--- config.mk ---
export PLATFORM = sky130hd
export DESIGN_NAME = key_debounce_edge_long_press_flat
export DESIGN_NICKNAME = d
export VERILOG_FILES = /design/src/hw/rtl/kdlp_pkg.sv /design/src/hw/rtl/kdlp_stream_if.sv /design/src/hw/rtl/key_debounce_edge_long_press.sv /design/src/hw/rtl/kdlp_core.sv /design/src/flat_wrapper.sv
export SDC_FILE = /design/constraint.sdc
export NUM_CORES = 1
export LEC_CHECK = 0
export BUFFER_PORTS_ARGS = -buffer_cell sky130_fd_sc_hd__buf_2
export CAP_MARGIN = 20
export CORE_AREA = 2 2 131 133
export DETAILED_ROUTE_END_ITERATION = 8
export DIE_AREA = 0 0 133 135
export PLACE_DENSITY = 0.66
export SYNTH_ARGS = -nofsm -noshare
export SYNTH_HDL_FRONTEND = slang
export SYNTH_SLANG_ARGS = --single-unit
--- constraint.sdc ---
create_clock -name clk -period 7.19 [get_ports clk]
set_clock_uncertainty 0.15 [all_clocks]
set_input_delay 0.3595 -clock clk [delete_from_list [all_inputs] [get_ports clk]]
set_output_delay 0.3595 -clock clk [all_outputs]
set_load 0.02 [all_outputs]
--- src/hw/rtl/kdlp_pkg.sv ---
`timescale 1ns / 1ps
// ----------------------------------------------------------------------------
// kdlp_pkg
// Types and register codes shared by the key debounce / long-press block.
// ----------------------------------------------------------------------------
package kdlp_pkg;

  localparam int unsigned CFG_IDX_W  = 3;
  localparam int unsigned CFG_DATA_W = 32;
  localparam int unsigned CNT_W      = 8;
  localparam int unsigned MS_W       = 32;

  localparam logic [CFG_IDX_W-1:0] CFG_KEY_ON            = 3'd0;
  localparam logic [CFG_IDX_W-1:0] CFG_SETTLE_LEN        = 3'd1;
  localparam logic [CFG_IDX_W-1:0] CFG_LONG_PRESS_MS     = 3'd2;
  localparam logic [CFG_IDX_W-1:0] CFG_LONG_PRESS_REPEAT = 3'd3;
  localparam logic [CFG_IDX_W-1:0] CFG_LONG_PRESS_ENABLE = 3'd4;

  localparam logic [CNT_W-1:0] SETTLE_LEN_RST = 8'd3;

  typedef struct packed {
    logic             key_on;
    logic [CNT_W-1:0] settle_len;
    logic [MS_W-1:0]  long_press_ms;
    logic             long_press_repeat;
    logic             long_press_enable;
  } cfg_t;

  typedef struct packed {
    logic            sample_level;
    logic [MS_W-1:0] time_ms;
  } in_item_t;

  typedef struct packed {
    logic rising_event;
    logic falling_event;
    logic long_press_event;
    logic stable_out;
    logic raw_out;
  } out_item_t;

endpackage

--- src/hw/rtl/kdlp_stream_if.sv ---
`timescale 1ns / 1ps
// ----------------------------------------------------------------------------
// kdlp_stream_if
// Valid/ready channel carrying one payload beat.
// ----------------------------------------------------------------------------
interface kdlp_stream_if #(
  parameter type payload_t = logic
);
  logic     valid;
  logic     ready;
  payload_t data;

  modport source (output valid, output data, input ready);
  modport sink   (input valid, input data, output ready);
endinterface

--- src/hw/rtl/key_debounce_edge_long_press.sv ---
`timescale 1ns / 1ps
// ----------------------------------------------------------------------------
// key_debounce_edge_long_press
// Debounced key with rising, falling and long-press events.
// ----------------------------------------------------------------------------
// One result beat per sample beat. A sample is taken into an input register,
// processed against the debounce state once the output register is free and
// written to it, so a new sample is accepted every cycle unless the output
// handshake stalls. Elapsed press time is computed modulo 2^TIME_WIDTH. The
// user must see that registers are written through the cfg_ port only while
// no sample is in flight; the block itself does not enforce this.
module key_debounce_edge_long_press
  import kdlp_pkg::*;
#(
  parameter int unsigned TIME_WIDTH = 32
) (
  input  logic                  clk,
  input  logic                  rst_n,
  kdlp_stream_if.sink           in_s,
  kdlp_stream_if.source         out_s,
  input  logic                  cfg_we,
  input  logic [CFG_IDX_W-1:0]  cfg_index,
  input  logic [CFG_DATA_W-1:0] cfg_wdata
);

  cfg_t      cfg_r;
  logic      in_valid_r;
  in_item_t  in_data_r;
  logic      out_valid_r;
  out_item_t out_data_r;
  out_item_t result;
  logic      advance;

  assign advance    = in_valid_r && (!out_valid_r || out_s.ready);
  assign in_s.ready = !in_valid_r || advance;

  always_ff @(posedge clk) begin
    if (!rst_n) begin
      cfg_r.key_on            <= 1'b1;
      cfg_r.settle_len        <= SETTLE_LEN_RST;
      cfg_r.long_press_ms     <= '0;
      cfg_r.long_press_repeat <= 1'b0;
      cfg_r.long_press_enable <= 1'b0;
    end else if (cfg_we) begin
      case (cfg_index)
        CFG_KEY_ON:            cfg_r.key_on            <= cfg_wdata[0];
        CFG_SETTLE_LEN:        cfg_r.settle_len        <= cfg_wdata[CNT_W-1:0];
        CFG_LONG_PRESS_MS:     cfg_r.long_press_ms     <= cfg_wdata[MS_W-1:0];
        CFG_LONG_PRESS_REPEAT: cfg_r.long_press_repeat <= cfg_wdata[0];
        CFG_LONG_PRESS_ENABLE: cfg_r.long_press_enable <= cfg_wdata[0];
        default: ;
      endcase
    end
  end

  always_ff @(posedge clk) begin
    if (!rst_n) begin
      in_valid_r <= 1'b0;
    end else if (in_s.ready) begin
      in_valid_r <= in_s.valid;
    end
  end

  always_ff @(posedge clk) begin
    if (in_s.valid && in_s.ready) begin
      in_data_r <= in_s.data;
    end
  end

  kdlp_core #(
    .TIME_WIDTH (TIME_WIDTH)
  ) u_core (
    .clk    (clk),
    .rst_n  (rst_n),
    .step   (advance),
    .cfg    (cfg_r),
    .item   (in_data_r),
    .result (result)
  );

  always_ff @(posedge clk) begin
    if (!rst_n) begin
      out_valid_r <= 1'b0;
    end else if (advance) begin
      out_valid_r <= 1'b1;
    end else if (out_s.ready) begin
      out_valid_r <= 1'b0;
    end
  end

  always_ff @(posedge clk) begin
    if (advance) begin
      out_data_r <= result;
    end
  end

  assign out_s.valid = out_valid_r;
  assign out_s.data  = out_data_r;

endmodule

--- src/hw/rtl/kdlp_core.sv ---
`timescale 1ns / 1ps
// ----------------------------------------------------------------------------
// kdlp_core
// Debounce, edge and long-press state with its single-step update.
// ----------------------------------------------------------------------------
module kdlp_core
  import kdlp_pkg::*;
#(
  parameter int unsigned TIME_WIDTH = 32
) (
  input  logic      clk,
  input  logic      rst_n,
  input  logic      step,
  input  cfg_t      cfg,
  input  in_item_t  item,
  output out_item_t result
);

  logic                  raw_r, raw_nxt;
  logic                  stable_r, stable_nxt;
  logic [CNT_W-1:0]      cnt_r, cnt_nxt;
  logic [TIME_WIDTH-1:0] start_r, start_nxt;
  logic                  done_r, done_nxt;

  logic [63:0]           now_ext, lim_ext;
  logic [TIME_WIDTH-1:0] now, lim, elapsed;
  logic [CNT_W-1:0]      cnt_inc;
  logic                  rise, fall, lp, reached;

  assign now_ext = {32'd0, item.time_ms};
  assign lim_ext = {32'd0, cfg.long_press_ms};
  assign now     = now_ext[TIME_WIDTH-1:0];
  assign lim     = lim_ext[TIME_WIDTH-1:0];
  assign cnt_inc = cnt_r + 8'd1;

  always_comb begin
    raw_nxt    = raw_r;
    stable_nxt = stable_r;
    cnt_nxt    = cnt_r;
    start_nxt  = start_r;
    done_nxt   = done_r;
    rise       = 1'b0;
    fall       = 1'b0;
    lp         = 1'b0;
    if (cfg.key_on) begin
      raw_nxt = item.sample_level;
      if (item.sample_level == stable_r) begin
        cnt_nxt = '0;
      end else if (cnt_inc >= cfg.settle_len) begin
        stable_nxt = item.sample_level;
        cnt_nxt    = '0;
        rise       = item.sample_level;
        fall       = ~item.sample_level;
        if (item.sample_level) begin
          start_nxt = now;
          done_nxt  = 1'b0;
        end
      end else begin
        cnt_nxt = cnt_inc;
      end
    end
    elapsed = now - start_nxt;
    reached = (elapsed >= lim);
    if (cfg.key_on && stable_nxt && cfg.long_press_enable) begin
      if (cfg.long_press_repeat) begin
        lp = reached;
      end else if (!done_nxt && reached) begin
        lp       = 1'b1;
        done_nxt = 1'b1;
      end
    end
  end

  always_ff @(posedge clk) begin
    if (!rst_n) begin
      raw_r    <= 1'b0;
      stable_r <= 1'b0;
      cnt_r    <= '0;
      start_r  <= '0;
      done_r   <= 1'b0;
    end else if (step) begin
      raw_r    <= raw_nxt;
      stable_r <= stable_nxt;
      cnt_r    <= cnt_nxt;
      start_r  <= start_nxt;
      done_r   <= done_nxt;
    end
  end

  always_comb begin
    result.rising_event     = rise;
    result.falling_event    = fall;
    result.long_press_event = lp;
    result.stable_out       = stable_nxt;
    result.raw_out          = raw_nxt;
  end

endmodule

--- src/flat_wrapper.sv ---
// flat-port wrapper written by rule: the top's interface ports become plain ports
module key_debounce_edge_long_press_flat import kdlp_pkg::*;
#(
  parameter int unsigned TIME_WIDTH = 32
)
  (clk, rst_n, cfg_we, cfg_index, cfg_wdata, in_s_valid, in_s_data, in_s_ready, out_s_valid, out_s_data, out_s_ready);
  kdlp_stream_if #(.payload_t(in_item_t)) in_s_i ();
  kdlp_stream_if #(.payload_t(out_item_t)) out_s_i ();
  input  logic clk;
  input  logic rst_n;
  input  logic cfg_we;
  input  logic [CFG_IDX_W-1:0] cfg_index;
  input  logic [CFG_DATA_W-1:0] cfg_wdata;
  input wire logic [$bits(in_s_i.valid)-1:0] in_s_valid;
  input wire logic [$bits(in_s_i.data)-1:0] in_s_data;
  output wire logic [$bits(in_s_i.ready)-1:0] in_s_ready;
  output wire logic [$bits(out_s_i.valid)-1:0] out_s_valid;
  output wire logic [$bits(out_s_i.data)-1:0] out_s_data;
  input wire logic [$bits(out_s_i.ready)-1:0] out_s_ready;
  assign in_s_i.valid = in_s_valid;
  assign in_s_i.data = in_s_data;
  assign in_s_ready = in_s_i.ready;
  assign out_s_valid = out_s_i.valid;
  assign out_s_data = out_s_i.data;
  assign out_s_i.ready = out_s_ready;
  key_debounce_edge_long_press #(.TIME_WIDTH(TIME_WIDTH)) u_core (.clk(clk), .rst_n(rst_n), .in_s(in_s_i), .out_s(out_s_i), .cfg_we(cfg_we), .cfg_index(cfg_index), .cfg_wdata(cfg_wdata));
endmodule
==> results of run 1 <==
-- logic make-up after synthesis --
group / share of synthesized area, %
simple gates: 14.67
compound gates: 18.40
flops: 39.71
buf+inv: 4.296
fa+ha+maj: 12.77
mux: 6.077
xor+xnor: 4.074
-- worst paths after layout --
check                           cells after the start  slack, ns                            endpoint                           startpoint
worst max register to register                     30       0.56  u_core.out_s.data[2]$_SDFFCE_PN0P_  u_core.u_core.cnt_r[2]$_SDFFE_PN0P_
worst min register to register                      2       0.30       u_core.cfg_r[38]$_SDFFE_PN0P_        u_core.cfg_r[38]$_SDFFE_PN0P_
worst max-delay path                               30       0.56  u_core.out_s.data[2]$_SDFFCE_PN0P_  u_core.u_core.cnt_r[2]$_SDFFE_PN0P_
worst min-delay path                                3       0.02       u_core.cfg_r[27]$_SDFFE_PN0P_                        cfg_wdata[25]
-- power breakdown --
group          internal (mW)  switching [mW]
Sequential             0.764          0.0177
Combinational          0.205           0.243
Clock                  0.508           0.326
Total                   1.48           0.587
-- layer usage --
layer / vias up / track usage (%)
met3: 15 / 4.580
li1: 3019 / -
met5: - / 0
met2: 88 / 31.58
met4: 0 / 5.376
met1: 2643 / 23.90
-- area by class of cell --
type,instances,area (um^2)
fill,1547,7570
multi-input combinational,585,4109
sequential,126,2903
timing repair buffer,118,773.2
clock buffer,18,429.2
tap,220,275.3
inverter,52,200.2
clock inverter,14,147.6
-- Yosys cell counts (6+ instances only) --
cell type  instances
nand2_1          106
dfxtp_1           88
a21oi_1           76
ha_1              73
nor2_1            73
inv_1             50
mux2i_1           41
edfxtp_1          38
a21o_1            29
a211oi_2          23
clkbuf_1          20
o21ai_0           19
xnor2_1           17
xor2_1            17
nand3_1           15
nand4_1            6
nor2b_1            6
-- worst min-delay path: stages --
cell and delay [ns]:
buf_2 0.09, nand2_1 0.04, a21oi_1 0.05
-- registers in the layout, indices dropped and copies added (netlist names) --
signal and count:
u_core.u_core.cnt_r 8, u_core.u_core.raw_r 1, u_core.in_valid_r 1, u_core.in_data_r 33
u_core.u_core.start_r 32, u_core.cfg_r 43, u_core.out_s.data 5, u_core.u_core.done_r 1
u_core.u_core.stable_r 1, u_core.out_s.valid 1
-- metrics by stage --
stage	worst slack, ns	power, mW	hold WS, ns
global placement	0.6100	1.224	0.2932
finish	0.5563	2.064	0.01728
CTS	0.4047	2.086	0.0006171
detailed placement	0.4929	1.228	0.2963
floorplan	0.9524	1.125	0.2813
global route	0.03386	2.185	0.01449
-- what timing repair did --
item | 4_1_cts | 5_1_grt
resized for setup | 0 | 4
hold buffers | 34 | 0
endpoints found under the hold margin | 34 | 0
endpoints found under the setup margin | 0 | 2
==> metrics.md, run 1 <==
| Metric | Value |
|---|---|
| Main synth FF type | dfxtp_1 |
| All-layer global routing usage | 18.71% |
| YS warnings | 0 |
| Nets | 1,047 |
| Avg Vias per Cell | 5.088 |
| Routed length on met3 | 627 um |
| Pleak | 3.410 nW |
| Worst VDD drop | 0.0001971 V |
| Met1 WL | 7575 um |
| Most common cell after layout, fill and taps aside | nand2_1 |
| CP Launch Type | register |
| Final setup TNS | 0 ns |
| Library cells used by synthesis | 63 |
| Routed wl met2 | 7427 um |
| DIE AREA | 17,960 um^2 |
| Max Freq | 150.7 MHz |
| Drt total wl | 15,820 um |
| Worst path slowest cell | or3b_4 |
| Post-synthesis cell count | 788 |
| Die W | 133 um |
| CP max stage delay | 0.49 ns |
| Antenna Cells | 0 |
| Power per Cell Area | 233.5 nW/um^2 |
| Area after DPL | 7904 um^2 |
| Area of the core | 16,410 um^2 |
| Layout cells sized above 1 | 17.52% |
| Netlist Area Pre-Place | 7310 um^2 |
| Min Tclk post-route | 6.634 ns |
| CTS Root Buffer Type | clkbuf_16 |
| Pin count of the biggest net entering global routing | 86 |
| Drt first pass iters | 4 |
| Mapped Nets | 935 |
| Dpl hpwl | 11,060 um |
| Final hold vios | 0 |
| Vias in the first global route | 5,570 |
| Status | complete, no violations |
| Synth area leader | dfxtp_1 |
| Residual DRC | 0 |
| Area growth from synthesis to layout | 20.90% |
| CTS Sinks | 126 |
| Worst Path Arrival | 6.66 ns |
| CTS Buf Count | 17 |
| PortBufs | 79 |
| Post-route cell area | 8837 um^2 |
| Die H | 135 um |
| Yosys top cell area share | 24.10% |
| DRT iter0 DRCs | 361 |
| Global-route wire length before repair | 26,620 um |
| Placed cells | 1,067 |
| Post-Syn Area per Cell | 9.276 um^2 |
| Count of state elements after synthesis | 126 |
| Initial antenna violation count | 0 |
| Final setup viols | 0 |
| CP max FO | 15 |
| Synth async-reset ratio | 0% |
| Setup crit end kind | register |
| Number of routed nets with antenna violations | 0 |
| Drt wl/cell | 13.96 um |
| Worst-Skew Late Latency | 0.42 ns |
| Deepest clock path buffer count | 2 |
| Maxcap violations | 0 |
| Worst min-delay path class | primary input to register |
| H-tree levels | 4 |
| Crit path required time | 7.21 ns |
| Final GP Congestion | 0.8805 |
| Post-synth EDFFs | 38 |
| Final Util | 53.86% |
| CTS tree | yes |
| Period utilisation layout | 92.26% |
| Cell mode on critical path | a21o_1 |
| Total setup buffers inserted after CTS | 0 |
| Row count | 47 |
| Worst slew pin tran | 1.056 ns |
| RSZ-0062 raised after global routing | false |
| Most frequent cells in the layout | nand2_1, dfxtp_1, buf_2 |
| Final Slew Violations | 0 |
| I/O pins | 80 |
| Total grt overflow | 0 |
| Post-route insts no fill | 1,133 |
| Detailed-route via count | 5,765 |
| Synth area leaders | dfxtp_1, edfxtp_1, ha_1 |
| Worst setup path category | register to register |
| CP top delay family | compound AO/OA/AOI/OAI gates |
| Initial Util | 44.55% |
| Top routing layer in use | met4 |
| Slew HR | 29.60% |
| Clk slew on worst S/H paths | 0.06 ns |
| Register area share after synthesis | 39.71% |
| Worst path bufs/invs | 2 |
(Power assumes the default switching activity.)
==> run 2, diff against run 1 <==
--- a/config.mk
+++ b/config.mk
@@ -7,10 +7,10 @@
 export LEC_CHECK = 0
 export BUFFER_PORTS_ARGS = -buffer_cell sky130_fd_sc_hd__buf_2
 export CAP_MARGIN = 20
-export CORE_AREA = 2 2 131 133
+export CORE_AREA = 2 2 148 150
 export DETAILED_ROUTE_END_ITERATION = 8
-export DIE_AREA = 0 0 133 135
-export PLACE_DENSITY = 0.66
+export DIE_AREA = 0 0 150 152
+export PLACE_DENSITY = 0.55
 export SYNTH_ARGS = -nofsm -noshare
 export SYNTH_HDL_FRONTEND = slang
 export SYNTH_SLANG_ARGS = --single-unit
==> constraint.sdc (replaced) <==
create_clock -name clk -period 7.7 [get_ports clk]
set_clock_uncertainty 0.15 [all_clocks]
set_input_delay 0.385 -clock clk [delete_from_list [all_inputs] [get_ports clk]]
set_output_delay 0.385 -clock clk [all_outputs]
set_load 0.02 [all_outputs]
==> run 2 against run 1 <==
Against the previous run:
- hold slack gained 0.021 ns
- cell count grew 5.0%
- non-clock buffer count shrank 2
- clock power shrank 9.5%
- design area grew 0.14%
- register-to-register slack gained 0.29 ns
- first-iteration DRC count shrank 21%
- flip-flop and latch count is the same
- combinational power shrank 6.7%
- wire length grew 4.0%
- worst setup slack gained 0.29 ns
- fmax shrank 3.2%
- critical path type unchanged
- critical endpoint unchanged
- largest cell class unchanged
==> metrics.md, run 2 (same netlist as run 1, synthesis figures left out) <==
| Metric | Value |
|---|---|
| RR Endpoint | u_core.out_s.data[2]$_SDFFCE_PN0P_ |
| Biggest regs | u_core.cfg_r x43, u_core.in_data_r x33, u_core.u_core.start_r x32 |
| Antenna Cells | 0 |
| Worst setup path category | register to register |
| CTS Hold Bufs | 33 |
| Period utilisation layout | 89.02% |
| Drt first pass iters | 5 |
| Most frequent cells in the layout | nand2_1, dfxtp_1, buf_2 |
| PortBufs | 79 |
| Deepest clock path buffer count | 2 |
| CTS Root Buffer Type | clkbuf_16 |
| Avg Vias per Cell | 4.833 |
| Final setup viols | 0 |
| Final Util | 41.45% |
| Biggest register | u_core.cfg_r |
| Initial antenna violation count | 0 |
| Initial Util | 34.24% |
| CP top delay family | compound AO/OA/AOI/OAI gates |
| Area growth from synthesis to layout | 21.07% |
| Crit path required time | 7.71 ns |
| Die W | 150 um |
| Worst path bufs/invs | 2 |
| Hold slack | 0.03788 ns |
| Worst path slowest cell | or3b_4 |
| Residual DRC | 0 |
| Overall power | 1.905 mW |
| CTS tree | yes |
| Hold wc startpoint | in_s_valid |
| Cell mode on critical path | a21o_1 |
| DIE AREA | 22,800 um^2 |
| Worst-Skew Late Latency | 0.43 ns |
| Worst Path Arrival | 6.87 ns |
| DRT iter0 DRCs | 286 |
| CP max stage delay | 0.47 ns |
| All-layer global routing usage | 15.22% |
| Clk slew on worst S/H paths | 0.06 ns |
| Global-route wire length before repair | 27,450 um |
| Layout fillers | 2,167 |
| Power per Cell Area | 215.2 nW/um^2 |
| Final hold vios | 0 |
| Largest register FFs | 43 |
| Hold path depth | 3 |
| FF-to-FF setup slack | 0.85 ns |
| Total grt overflow | 0 |
| RSZ-0062 raised after global routing | false |
| Dpl hpwl | 12,070 um |
| Reg-to-reg startpoint | u_core.u_core.cnt_r[2]$_SDFFE_PN0P_ |
| Final GP Congestion | 0.8575 |
| Total setup buffers inserted after CTS | 0 |
| H-tree levels | 4 |
| Worst slew pin tran | 0.8557 ns |
| CTS Sinks | 126 |
| Detailed-route via count | 5,751 |
| Nets | 1,045 |
| Drt wl/cell | 13.83 um |
| Post-route cell area | 8850 um^2 |
| Final Slew Violations | 0 |
| Slew HR | 42.95% |
| CP max FO | 24 |
| Min-Delay Endpoint | u_core.in_valid_r$_SDFFE_PN0N_ |
| Max Freq | 145.9 MHz |
| Worst min-delay path class | primary input to register |
| Number of routed nets with antenna violations | 0 |
| Worst VDD drop | 0.0001355 V |
| Area of the core | 21,350 um^2 |
| Row count | 54 |
| Final setup TNS | 0 ns |
| CTS Buf Count | 17 |
| Post-cts resize count | 0 |
| Status | complete, no violations |
| Die H | 152 um |
| Pleak | 3.417 nW |
| Layout cells sized above 1 | 16.59% |
| Most common cell after layout, fill and taps aside | nand2_1 |
| Min Tclk post-route | 6.855 ns |
| R2R depth | 30 |
| Setup crit end kind | register |
| Maxcap violations | 0 |
| I/O pins | 80 |
| Pin count of the biggest net entering global routing | 59 |
| CP Launch Type | register |
| Drt total wl | 16,460 um |
| Area after DPL | 7973 um^2 |
| Vias in the first global route | 5,649 |
run 2: changes by cell type in the layout (fill, tap and decap cells not counted), sizes merged:
| cell | change |
|---|---|
| buf | -1 |
| clkinv | +4 |
| clkbuf | +3 |
| clkinvlp | -8 |
| dlygate4sd3 | -1 |
run 2: cell type report:
type | instances | area, um^2 | area share [%]
well taps | 280 | 350.3 | 3.959
clock buffers | 21 | 450.4 | 5.090
clock inverters | 10 | 96.34 | 1.089
flip-flops and latches | 126 | 2903 | 32.80
inverters | 52 | 197.7 | 2.234
multi-input cells | 585 | 4096 | 46.29
repair buffers | 116 | 755.7 | 8.540
run 2: metal layers:
metal	routed length (um)	share of wire, %	GRT usage (%)
met5	0	0	0
met4	303	1.8	4.897
met3	845	5.1	4.505
met2	7544	46	23.96
met1	7762	47	20.00
run 2: through the flow:
stage / setup slack (ns) / instances
after floorplan: 1.462 / 788
after detailed placement: 0.8616 / 1126
after global routing: 0.2794 / 1190
after CTS: 0.8344 / 1190
final: 0.8454 / 1190
after global placement: 0.9960 / 1126
run 2: worst max path at each step:
stage	from	end	slack [ns]	depth (start not counted)
after CTS	u_core.u_core.cnt_r[0]$_SDFFE_PN0P_	u_core.out_s.data[2]$_SDFFCE_PN0P_	0.83	30
final	u_core.u_core.cnt_r[2]$_SDFFE_PN0P_	u_core.out_s.data[2]$_SDFFCE_PN0P_	0.85	30
after floorplan	u_core.u_core.cnt_r[0]$_SDFFE_PN0P_	u_core.out_s.data[2]$_SDFFCE_PN0P_	1.46	31
after global routing	u_core.u_core.cnt_r[0]$_SDFFE_PN0P_	u_core.out_s.data[2]$_SDFFCE_PN0P_	0.28	30
after global placement	u_core.u_core.cnt_r[0]$_SDFFE_PN0P_	u_core.out_s.data[2]$_SDFFCE_PN0P_	1.0	30
after detailed placement	u_core.u_core.cnt_r[2]$_SDFFE_PN0P_	u_core.out_s.data[2]$_SDFFCE_PN0P_	0.86	30
run 2: worst reg2reg max path, delay by kind of cell, from the launching register on:
family	cells	cell delay (ns)
flops	1	0.38
simple gates	7	1.36
xor+xnor	2	0.30
compound gates	15	2.71
mux	1	0.40
fa+ha+maj	3	0.90
buf+inv	2	0.40
run 2: power by group:
group	internal [mW]	total, mW	switching [mW]
Clock	0.475	0.755	0.279
Combinational	0.191	0.419	0.229
Sequential	0.714	0.730	0.0167
Total	1.38	1.90	0.525
